$ cat src/design/hsl2rgb_pkg.sv
// Constants, types and field layout for the HSL to RGB converter.
package hsl2rgb_pkg;

    // Field widths
    localparam int HUE_W   = 16;
    localparam int LEVEL_W = 13;
    localparam int ALPHA_W = 8;
    localparam int CHAN_W  = 8;

    // Packed stream widths, padded to whole bytes
    localparam int IN_BITS  = HUE_W + 2 * LEVEL_W + ALPHA_W;
    localparam int IN_W     = ((IN_BITS + 7) / 8) * 8;
    localparam int OUT_BITS = 3 * CHAN_W + ALPHA_W;
    localparam int OUT_W    = ((OUT_BITS + 7) / 8) * 8;

    // Field positions in the input tdata
    localparam int SAT_LSB   = HUE_W;
    localparam int LIGHT_LSB = SAT_LSB + LEVEL_W;
    localparam int ALPHA_LSB = LIGHT_LSB + LEVEL_W;

    // Fixed-point formats: 1/16 degree hue, Q1.12 levels
    localparam int HUE_FRAC_BITS   = 4;
    localparam int LEVEL_FRAC_BITS = 12;
    localparam int SECTOR          = 60 << HUE_FRAC_BITS;   // 960
    localparam int FULL_TURN       = 6 * SECTOR;            // 5760
    localparam int LEVEL_ONE       = 1 << LEVEL_FRAC_BITS;  // 4096

    // Wrapped hue stays below one full turn, residue below one sector
    localparam int HW_W  = 13;
    localparam int RES_W = 10;
    // Hue shifted positive before wrapping: h + 6 * FULL_TURN fits in 17 bits
    localparam int HOFF_W = 17;
    localparam int HUE_OFFSET = 6 * FULL_TURN;

    // Pipeline depth
    localparam int STAGES = 6;

    // Datapath widths
    localparam int CS_W  = 25;  // (1 - |2L - 1|) * S, up to 2^24
    localparam int Z_W   = 26;  // 2 * ONE * L - cs, up to 2^25
    localparam int P_W   = 27;  // 2 * cs + z, up to 2^26
    localparam int CSU_W = 35;  // cs * (SECTOR - |t - SECTOR|)
    localparam int W_W   = 37;  // SECTOR * z + 2 * cs * u
    localparam int CV_W  = 10;  // channel before saturation

    // Sector of the hue circle
    typedef enum logic [2:0] {
        SEC_RY = 3'd0,
        SEC_YG = 3'd1,
        SEC_GC = 3'd2,
        SEC_CB = 3'd3,
        SEC_BM = 3'd4,
        SEC_MR = 3'd5
    } t_sector;

    // Saturate a channel value to 8 bits
    function automatic logic [CHAN_W-1:0] sat_chan(input logic [CV_W-1:0] v);
        logic [CHAN_W-1:0] res;
        if (v > CV_W'((1 << CHAN_W) - 1)) begin
            res = '1;
        end else begin
            res = v[CHAN_W-1:0];
        end
        return res;
    endfunction

endpackage

$ cat src/design/hsl_to_rgb_converter.sv
// Six-stage pipelined HSL to RGB color converter with stream handshakes.
// A pixel moves through the stage registers in order; stage 6 drives the output.
// Throughput: one pixel per cycle unless stalled; each stage holds while its successor is full
// and stalled, and empty stages fill behind a stall.
// Reset (i_rst_n low, synchronous) clears the stage valid bits only; data registers keep.
module hsl_to_rgb_converter (
    input  logic                          i_clk,
    input  logic                          i_rst_n,
    input  logic                          i_s_axis_tvalid,
    output logic                          o_s_axis_tready,
    // lsb up: hue[15:0] signed, saturation[12:0], lightness[12:0], alpha_in[7:0], zero pad
    input  logic [hsl2rgb_pkg::IN_W-1:0]  i_s_axis_tdata,
    output logic                          o_m_axis_tvalid,
    input  logic                          i_m_axis_tready,
    // lsb up: red[7:0], green[7:0], blue[7:0], alpha_out[7:0]
    output logic [hsl2rgb_pkg::OUT_W-1:0] o_m_axis_tdata
);

    localparam int NS = hsl2rgb_pkg::STAGES;

    // Per-stage valid bits and load enables
    logic [NS:1] r_vld;
    logic [NS:1] w_adv;

    // Move each stage when it is empty or its successor moves
    always_comb begin
        w_adv[NS] = !r_vld[NS] || i_m_axis_tready;
        for (int k = NS - 1; k >= 1; k--) begin
            w_adv[k] = !r_vld[k] || w_adv[k+1];
        end
    end

    assign o_s_axis_tready = w_adv[1];
    assign o_m_axis_tvalid = r_vld[NS];

    always_ff @(posedge i_clk) begin
        if (!i_rst_n) begin
            r_vld <= '0;
        end else begin
            if (w_adv[1]) begin
                r_vld[1] <= i_s_axis_tvalid;
            end
            for (int k = 2; k <= NS; k++) begin
                if (w_adv[k]) begin
                    r_vld[k] <= r_vld[k-1];
                end
            end
        end
    end

    // ---------------- Stage 1: wrap hue, clamp levels ----------------
    logic signed [hsl2rgb_pkg::HUE_W-1:0]   w_hue;
    logic        [hsl2rgb_pkg::LEVEL_W-1:0] w_sat;
    logic        [hsl2rgb_pkg::LEVEL_W-1:0] w_light;
    logic        [hsl2rgb_pkg::HOFF_W-1:0]  n_hw;
    logic        [hsl2rgb_pkg::LEVEL_W-1:0] n_s1_sat;
    logic        [hsl2rgb_pkg::LEVEL_W-1:0] n_s1_light;
    logic        [hsl2rgb_pkg::HW_W-1:0]    r_s1_hw;
    logic        [hsl2rgb_pkg::LEVEL_W-1:0] r_s1_sat;
    logic        [hsl2rgb_pkg::LEVEL_W-1:0] r_s1_light;
    logic        [hsl2rgb_pkg::ALPHA_W-1:0] r_s1_alpha;

    assign w_hue   = i_s_axis_tdata[hsl2rgb_pkg::HUE_W-1:0];
    assign w_sat   = i_s_axis_tdata[hsl2rgb_pkg::SAT_LSB +: hsl2rgb_pkg::LEVEL_W];
    assign w_light = i_s_axis_tdata[hsl2rgb_pkg::LIGHT_LSB +: hsl2rgb_pkg::LEVEL_W];

    // Shift hue positive, then strip multiples of a full turn, one bit a step
    always_comb begin
        n_hw = hsl2rgb_pkg::HOFF_W'(
            (hsl2rgb_pkg::HOFF_W + 1)'(signed'(w_hue))
            + (hsl2rgb_pkg::HOFF_W + 1)'(hsl2rgb_pkg::HUE_OFFSET));
        for (int k = 3; k >= 0; k--) begin
            if (n_hw >= hsl2rgb_pkg::HOFF_W'(hsl2rgb_pkg::FULL_TURN << k)) begin
                n_hw = n_hw - hsl2rgb_pkg::HOFF_W'(hsl2rgb_pkg::FULL_TURN << k);
            end
        end
        n_s1_sat   = (w_sat > hsl2rgb_pkg::LEVEL_W'(hsl2rgb_pkg::LEVEL_ONE))
                   ? hsl2rgb_pkg::LEVEL_W'(hsl2rgb_pkg::LEVEL_ONE) : w_sat;
        n_s1_light = (w_light > hsl2rgb_pkg::LEVEL_W'(hsl2rgb_pkg::LEVEL_ONE))
                   ? hsl2rgb_pkg::LEVEL_W'(hsl2rgb_pkg::LEVEL_ONE) : w_light;
    end

    always_ff @(posedge i_clk) begin
        if (w_adv[1]) begin
            r_s1_hw    <= n_hw[hsl2rgb_pkg::HW_W-1:0];
            r_s1_sat   <= n_s1_sat;
            r_s1_light <= n_s1_light;
            r_s1_alpha <= i_s_axis_tdata[hsl2rgb_pkg::ALPHA_LSB +: hsl2rgb_pkg::ALPHA_W];
        end
    end

    // ---------------- Stage 2: sector, hue ramp, lightness span ----------------
    logic [hsl2rgb_pkg::HW_W-1:0]    n_res;
    logic [2:0]                      n_sec;
    logic [hsl2rgb_pkg::RES_W-1:0]   n_ramp;
    logic [hsl2rgb_pkg::LEVEL_W:0]   w_l2;
    logic [hsl2rgb_pkg::LEVEL_W-1:0] n_dl;
    logic [hsl2rgb_pkg::LEVEL_W-1:0] n_span;
    hsl2rgb_pkg::t_sector            r_s2_sec;
    logic [hsl2rgb_pkg::RES_W-1:0]   r_s2_ramp;
    logic [hsl2rgb_pkg::LEVEL_W-1:0] r_s2_span;
    logic [hsl2rgb_pkg::LEVEL_W-1:0] r_s2_sat;
    logic [hsl2rgb_pkg::LEVEL_W-1:0] r_s2_light;
    logic [hsl2rgb_pkg::ALPHA_W-1:0] r_s2_alpha;

    // Divide the wrapped hue by one sector, one quotient bit a step
    always_comb begin
        n_res = r_s1_hw;
        n_sec = '0;
        for (int k = 2; k >= 0; k--) begin
            if (n_res >= hsl2rgb_pkg::HW_W'(hsl2rgb_pkg::SECTOR << k)) begin
                n_res    = n_res - hsl2rgb_pkg::HW_W'(hsl2rgb_pkg::SECTOR << k);
                n_sec[k] = 1'b1;
            end
        end
        // Ramp rises in even sectors and falls in odd ones
        n_ramp = n_sec[0]
               ? hsl2rgb_pkg::RES_W'(hsl2rgb_pkg::HW_W'(hsl2rgb_pkg::SECTOR) - n_res)
               : n_res[hsl2rgb_pkg::RES_W-1:0];
        // |2L - ONE| and ONE minus it
        w_l2 = {r_s1_light, 1'b0};
        if (w_l2 >= (hsl2rgb_pkg::LEVEL_W + 1)'(hsl2rgb_pkg::LEVEL_ONE)) begin
            n_dl = hsl2rgb_pkg::LEVEL_W'(w_l2
                   - (hsl2rgb_pkg::LEVEL_W + 1)'(hsl2rgb_pkg::LEVEL_ONE));
        end else begin
            n_dl = hsl2rgb_pkg::LEVEL_W'((hsl2rgb_pkg::LEVEL_W + 1)'(hsl2rgb_pkg::LEVEL_ONE)
                   - w_l2);
        end
        n_span = hsl2rgb_pkg::LEVEL_W'(hsl2rgb_pkg::LEVEL_ONE) - n_dl;
    end

    always_ff @(posedge i_clk) begin
        if (w_adv[2]) begin
            r_s2_sec   <= hsl2rgb_pkg::t_sector'(n_sec);
            r_s2_ramp  <= n_ramp;
            r_s2_span  <= n_span;
            r_s2_sat   <= r_s1_sat;
            r_s2_light <= r_s1_light;
            r_s2_alpha <= r_s1_alpha;
        end
    end

    // ---------------- Stage 3: chroma product ----------------
    logic [hsl2rgb_pkg::CS_W-1:0]      n_cs;
    hsl2rgb_pkg::t_sector              r_s3_sec;
    logic [hsl2rgb_pkg::RES_W-1:0]     r_s3_ramp;
    logic [hsl2rgb_pkg::CS_W-1:0]      r_s3_cs;
    logic [hsl2rgb_pkg::LEVEL_W-1:0]   r_s3_light;
    logic [hsl2rgb_pkg::ALPHA_W-1:0]   r_s3_alpha;

    assign n_cs = hsl2rgb_pkg::CS_W'(r_s2_span) * hsl2rgb_pkg::CS_W'(r_s2_sat);

    always_ff @(posedge i_clk) begin
        if (w_adv[3]) begin
            r_s3_sec   <= r_s2_sec;
            r_s3_ramp  <= r_s2_ramp;
            r_s3_cs    <= n_cs;
            r_s3_light <= r_s2_light;
            r_s3_alpha <= r_s2_alpha;
        end
    end

    // ---------------- Stage 4: offset term and ramp product ----------------
    logic [hsl2rgb_pkg::Z_W-1:0]     w_lsh;
    logic [hsl2rgb_pkg::Z_W-1:0]     n_z;
    logic [hsl2rgb_pkg::CSU_W-1:0]   n_csu;
    hsl2rgb_pkg::t_sector            r_s4_sec;
    logic [hsl2rgb_pkg::CS_W-1:0]    r_s4_cs;
    logic [hsl2rgb_pkg::Z_W-1:0]     r_s4_z;
    logic [hsl2rgb_pkg::CSU_W-1:0]   r_s4_csu;
    logic [hsl2rgb_pkg::ALPHA_W-1:0] r_s4_alpha;

    // z = 2 * ONE * L - cs, floored at zero
    assign w_lsh = {r_s3_light, (hsl2rgb_pkg::LEVEL_FRAC_BITS + 1)'(0)};
    assign n_z   = (w_lsh >= hsl2rgb_pkg::Z_W'(r_s3_cs))
                 ? w_lsh - hsl2rgb_pkg::Z_W'(r_s3_cs) : '0;
    assign n_csu = hsl2rgb_pkg::CSU_W'(r_s3_cs) * hsl2rgb_pkg::CSU_W'(r_s3_ramp);

    always_ff @(posedge i_clk) begin
        if (w_adv[4]) begin
            r_s4_sec   <= r_s3_sec;
            r_s4_cs    <= r_s3_cs;
            r_s4_z     <= n_z;
            r_s4_csu   <= n_csu;
            r_s4_alpha <= r_s3_alpha;
        end
    end

    // ---------------- Stage 5: numerators, low channel ----------------
    logic [hsl2rgb_pkg::P_W-1:0]     n_p;
    logic [hsl2rgb_pkg::W_W-1:0]     n_w;
    logic [hsl2rgb_pkg::Z_W+7:0]     w_z255;
    hsl2rgb_pkg::t_sector            r_s5_sec;
    logic [hsl2rgb_pkg::P_W-1:0]     r_s5_p;
    logic [hsl2rgb_pkg::W_W-1:0]     r_s5_w;
    logic [hsl2rgb_pkg::CV_W-1:0]    r_s5_c0;
    logic [hsl2rgb_pkg::ALPHA_W-1:0] r_s5_alpha;

    // Full component: 2 * cs + z over 2^25
    assign n_p = {1'b0, r_s4_cs, 1'b0} + hsl2rgb_pkg::P_W'(r_s4_z);
    // Ramp component: 960 * z + 2 * cs * u, scaled by 17 over 2^31 later
    assign n_w = ({r_s4_z, 11'd0} >> 1) - hsl2rgb_pkg::W_W'({r_s4_z, 6'd0})
               + hsl2rgb_pkg::W_W'({r_s4_csu, 1'b0});
    // Zero component: z * 255 over 2^25
    assign w_z255 = {r_s4_z, 8'd0} - (hsl2rgb_pkg::Z_W + 8)'(r_s4_z);

    always_ff @(posedge i_clk) begin
        if (w_adv[5]) begin
            r_s5_sec   <= r_s4_sec;
            r_s5_p     <= n_p;
            r_s5_w     <= n_w;
            r_s5_c0    <= hsl2rgb_pkg::CV_W'(w_z255 >> 25);
            r_s5_alpha <= r_s4_alpha;
        end
    end

    // ---------------- Stage 6: scale, saturate, sector mapping ----------------
    logic [hsl2rgb_pkg::P_W+7:0]   w_p255;
    logic [hsl2rgb_pkg::W_W+4:0]   w_w17;
    logic [hsl2rgb_pkg::CHAN_W-1:0] w_cc;
    logic [hsl2rgb_pkg::CHAN_W-1:0] w_cx;
    logic [hsl2rgb_pkg::CHAN_W-1:0] w_c0;
    logic [hsl2rgb_pkg::CHAN_W-1:0] n_red;
    logic [hsl2rgb_pkg::CHAN_W-1:0] n_green;
    logic [hsl2rgb_pkg::CHAN_W-1:0] n_blue;
    logic [hsl2rgb_pkg::CHAN_W-1:0] r_red;
    logic [hsl2rgb_pkg::CHAN_W-1:0] r_green;
    logic [hsl2rgb_pkg::CHAN_W-1:0] r_blue;
    logic [hsl2rgb_pkg::ALPHA_W-1:0] r_alpha;

    assign w_p255 = {r_s5_p, 8'd0} - (hsl2rgb_pkg::P_W + 8)'(r_s5_p);
    assign w_w17  = {r_s5_w, 4'd0} + (hsl2rgb_pkg::W_W + 5)'(r_s5_w);
    assign w_cc   = hsl2rgb_pkg::sat_chan(hsl2rgb_pkg::CV_W'(w_p255 >> 25));
    assign w_cx   = hsl2rgb_pkg::sat_chan(hsl2rgb_pkg::CV_W'(w_w17 >> 31));
    assign w_c0   = hsl2rgb_pkg::sat_chan(r_s5_c0);

    // Route chroma, ramp and floor to the channels by sector
    always_comb begin
        unique case (r_s5_sec)
            hsl2rgb_pkg::SEC_RY: begin
                n_red = w_cc; n_green = w_cx; n_blue = w_c0;
            end
            hsl2rgb_pkg::SEC_YG: begin
                n_red = w_cx; n_green = w_cc; n_blue = w_c0;
            end
            hsl2rgb_pkg::SEC_GC: begin
                n_red = w_c0; n_green = w_cc; n_blue = w_cx;
            end
            hsl2rgb_pkg::SEC_CB: begin
                n_red = w_c0; n_green = w_cx; n_blue = w_cc;
            end
            hsl2rgb_pkg::SEC_BM: begin
                n_red = w_cx; n_green = w_c0; n_blue = w_cc;
            end
            default: begin
                n_red = w_cc; n_green = w_c0; n_blue = w_cx;
            end
        endcase
    end

    always_ff @(posedge i_clk) begin
        if (w_adv[6]) begin
            r_red   <= n_red;
            r_green <= n_green;
            r_blue  <= n_blue;
            r_alpha <= r_s5_alpha;
        end
    end

    assign o_m_axis_tdata = hsl2rgb_pkg::OUT_W'({r_alpha, r_blue, r_green, r_red});

endmodule

$ cat config.mk
export PLATFORM = sky130hd
export DESIGN_NAME = hsl_to_rgb_converter
export DESIGN_NICKNAME = d
export VERILOG_FILES = /design/src/design/hsl2rgb_pkg.sv /design/src/design/hsl_to_rgb_converter.sv
export SDC_FILE = /design/constraint.sdc
export NUM_CORES = 2
export LEC_CHECK = 0
export ABC_AREA = 0
export ABC_CLOCK_PERIOD_IN_PS = 8700
export BUFFER_PORTS_ARGS = -buffer_cell sky130_fd_sc_hd__buf_2
export CORE_MARGIN = 2
export CORE_UTILIZATION = 40
export CTS_BUF_LIST = sky130_fd_sc_hd__clkbuf_8
export DETAILED_ROUTE_END_ITERATION = 8
export PLACE_DENSITY = 0.62
export SLEW_MARGIN = 20
export SYNTH_ARGS = -nofsm -noshare
export SYNTH_HDL_FRONTEND = slang
export SYNTH_SLANG_ARGS = --single-unit
$ cat constraint.sdc
create_clock -name i_clk -period 8.7 [get_ports i_clk]
set_input_delay 1.74 -clock i_clk [delete_from_list [all_inputs] [get_ports i_clk]]
set_output_delay 1.74 -clock i_clk [all_outputs]
set_load 0.05 [all_outputs]
==> run metrics <==
status completed; Post-synth top cells inv_1, edfxtp_1, nand2_1; final WL 66600 um; H-tree Lvls 3; die area 0.08369 mm2; synth top area cells edfxtp_1, fa_1, ha_1; Critical Path Start r_s3_ramp[1]$_DFFE_PP_; synth warn 0; share of layout cells above drive strength 1 6.957%; Worst Hold Class flop to flop; Worst-Margin Slew 1084 ps; period utilization 81.97%; startpoint types flop; CTS buffer count 66; count of mapped cells out of synthesis 3114; initial antenna violation count 0; ANT cells 0; Top FF cell, synth edfxtp_1; Die Y 289.3 um; Max Fclk 140.2 MHz; # fillers 7631; EDFF count, synth 370; Worst Path Required 9100 ps; Post-CTS Setup Inserts 0; width of the die 289.3 um; post-synthesis sequential area ratio 34.50%; Core Box Area 0.08055 mm2; vias per cell 5.022; post-CTS sizing 0; Initial Utilization 40.42%; DR iter-0 viols 975; Hold Crit Start r_s2_light[8]$_DFFE_PP_; Nets 3840; Final setup viols 0; Final GP Congestion 0.8797; Post-Synthesis Cell Area 0.03256 mm2; top cell type's share of synthesized area 34.13%; unrepaired setup endpoints after global routing false; CP Data Arrival Time 7530 ps; Worst Hold End r_s3_light[8]$_DFFE_PP_; Rows 104; dpl hpwl 52330 um; Yosys top cell by area edfxtp_1; critical path class flop to flop; largest buffer count on any clock path 3; clock-pin transition on the worst setup and hold timing paths 80 ps; Async S/R FF share, synth 0%; Max Slew Vio Count 0; Rel. slew slack 27.76%; IO buf count 87; Pre-antenna DRT Iters 5; Max-cap violations 0; WL/cell 15.51 um; Total GRT Usage 16.45%; Mean Syn Cell Area 10.45 um2; reg2reg end r_s4_csu[32]$_DFFE_PP_; CTS tree built; fin util 43.96%; final hold violations 0; setup tns final 0 ps; DR DRC count 0; number of global-route vias before repair 21970; Setup WS post-layout 1568 ps; root buf cell clkbuf_8; most numerous cell in the Yosys netlist inv_1; syn_nets 3768; Yosys reg bits 376; post-synth cell types 87; Boundary Pins 94; GRT Residual Overflow 0; Place WS 1596 ps; post-route ant nets 0; hold_buf cts 0; Worst Path Max Fanout 24; setup skew after layout 55.65 ps; worst reg-to-reg setup slack 1570 ps; first-pass GRT wire length 110700 um; path depth of the worst reg2reg path 21; Layout area overhead 8.759%; vias after detailed routing 21560; hold path depth 0; crit path capture type flop; worst skew pair latency 670 ps; worst r2r src r_s3_ramp[1]$_DFFE_PP_; CTS sink cnt 376; largest net degree at the start of global routing 82; Period minus WS final 7132 ps
placed cells by master, fill, tap and decap left out, types with 51 or more instances in the layout:
| master | count |
|---|---|
| a21oi_1 | 125 |
| ha_1 | 289 |
| nand2_1 | 334 |
| fa_1 | 305 |
| edfxtp_1 | 370 |
| o21ai_0 | 93 |
| nor3_1 | 56 |
| nor2_1 | 138 |
| inv_1 | 466 |
| and2_1 | 170 |
| xor2_1 | 51 |
| xnor2_1 | 129 |
| buf_2 | 87 |
| clkbuf_8 | 66 |
worst max-delay path: stages, from the launching register on:
cell,delay (ps)
edfxtp_1,950
nand2_1,170
fa_1,540
inv_1,60
fa_1,520
fa_1,440
fa_1,520
fa_1,490
ha_1,360
and2_1,200
and3_1,200
nand2_1,60
o21ai_0,70
a211o_1,300
a21oi_1,170
o21ai_0,240
o211ai_1,340
a21oi_1,130
a2111oi_0,660
o21bai_1,130
a21oi_1,210
xnor2_1,90
how the worst max path moves through the flow:
stage	cells past startpoint	end	slack [ps]
floorplan	19	r_s1_hw[11]$_DFFE_PP_	2210
global placement	21	r_s4_csu[32]$_DFFE_PP_	1650
detailed placement	21	r_s4_csu[32]$_DFFE_PP_	1600
CTS	21	r_s4_csu[32]$_DFFE_PP_	1580
global route	21	r_s4_csu[32]$_DFFE_PP_	1120
finish	21	r_s4_csu[32]$_DFFE_PP_	1570
stage by stage:
stage	instances	hold slack [ps]	cell area, um2
6_report	4294	403.4	35410
5_1_grt	4294	420.8	35410
4_1_cts	4294	401.0	35410
3_5_place_dp	4178	404.5	34050
3_3_place_gp	4178	400.8	34050
2_1_floorplan	3114	400.3	32560
layer usage:
metal,track usage [%],vias up,wire length [um],part of all wire [%]
met3,2.882,101,2867,4.3
met4,4.665,0,1630,2.4
met1,22.19,10410,30950,46
met5,0,-,0,0
li1,-,10640,-,-
met2,27.18,415,31150,47
cell type report:
type | instances | area (um2) | area share (%)
clock inverter | 50 | 450.4 | 1.272
multi-input combinational | 2188 | 19260 | 54.41
tap | 1060 | 1326 | 3.746
timing repair buffer | 97 | 510.5 | 1.442
clock buffer | 66 | 908.4 | 2.565
inverter | 457 | 1717 | 4.848
sequential | 376 | 11230 | 31.72
kinds of logic (layout without fill, tap and decap cells):
group | count (synthesis) | in the layout | synth area share, %
adders and majority gates | 595 | 595 | 29.89
xor gates and xnor gates | 181 | 181 | 4.912
buffers and inverters | 550 | 670 | 6.395
DFF | 376 | 376 | 34.50
muxes | 20 | 20 | 0.6610
AOI/OAI and AO/OA | 471 | 471 | 9.623
and+or+nand+nor | 921 | 921 | 14.02
flip-flops by register name, indices dropped and copies added (netlist names), 10 cells and up:
| signal | flops |
|---|---|
| r_s1_hw | 13 |
| r_s1_light | 13 |
| r_s1_sat | 13 |
| r_s2_light | 13 |
| r_s2_ramp | 10 |
| r_s2_sat | 13 |
| r_s2_span | 11 |
| r_s3_cs | 24 |
| r_s3_light | 13 |
| r_s3_ramp | 10 |
| r_s4_cs | 24 |
| r_s4_csu | 34 |
| r_s4_z | 25 |
| r_s5_p | 26 |
| r_s5_w | 35 |
Power is not shown: default switching activity piles up to over one toggle a cycle in this logic, so the estimate is an artifact.
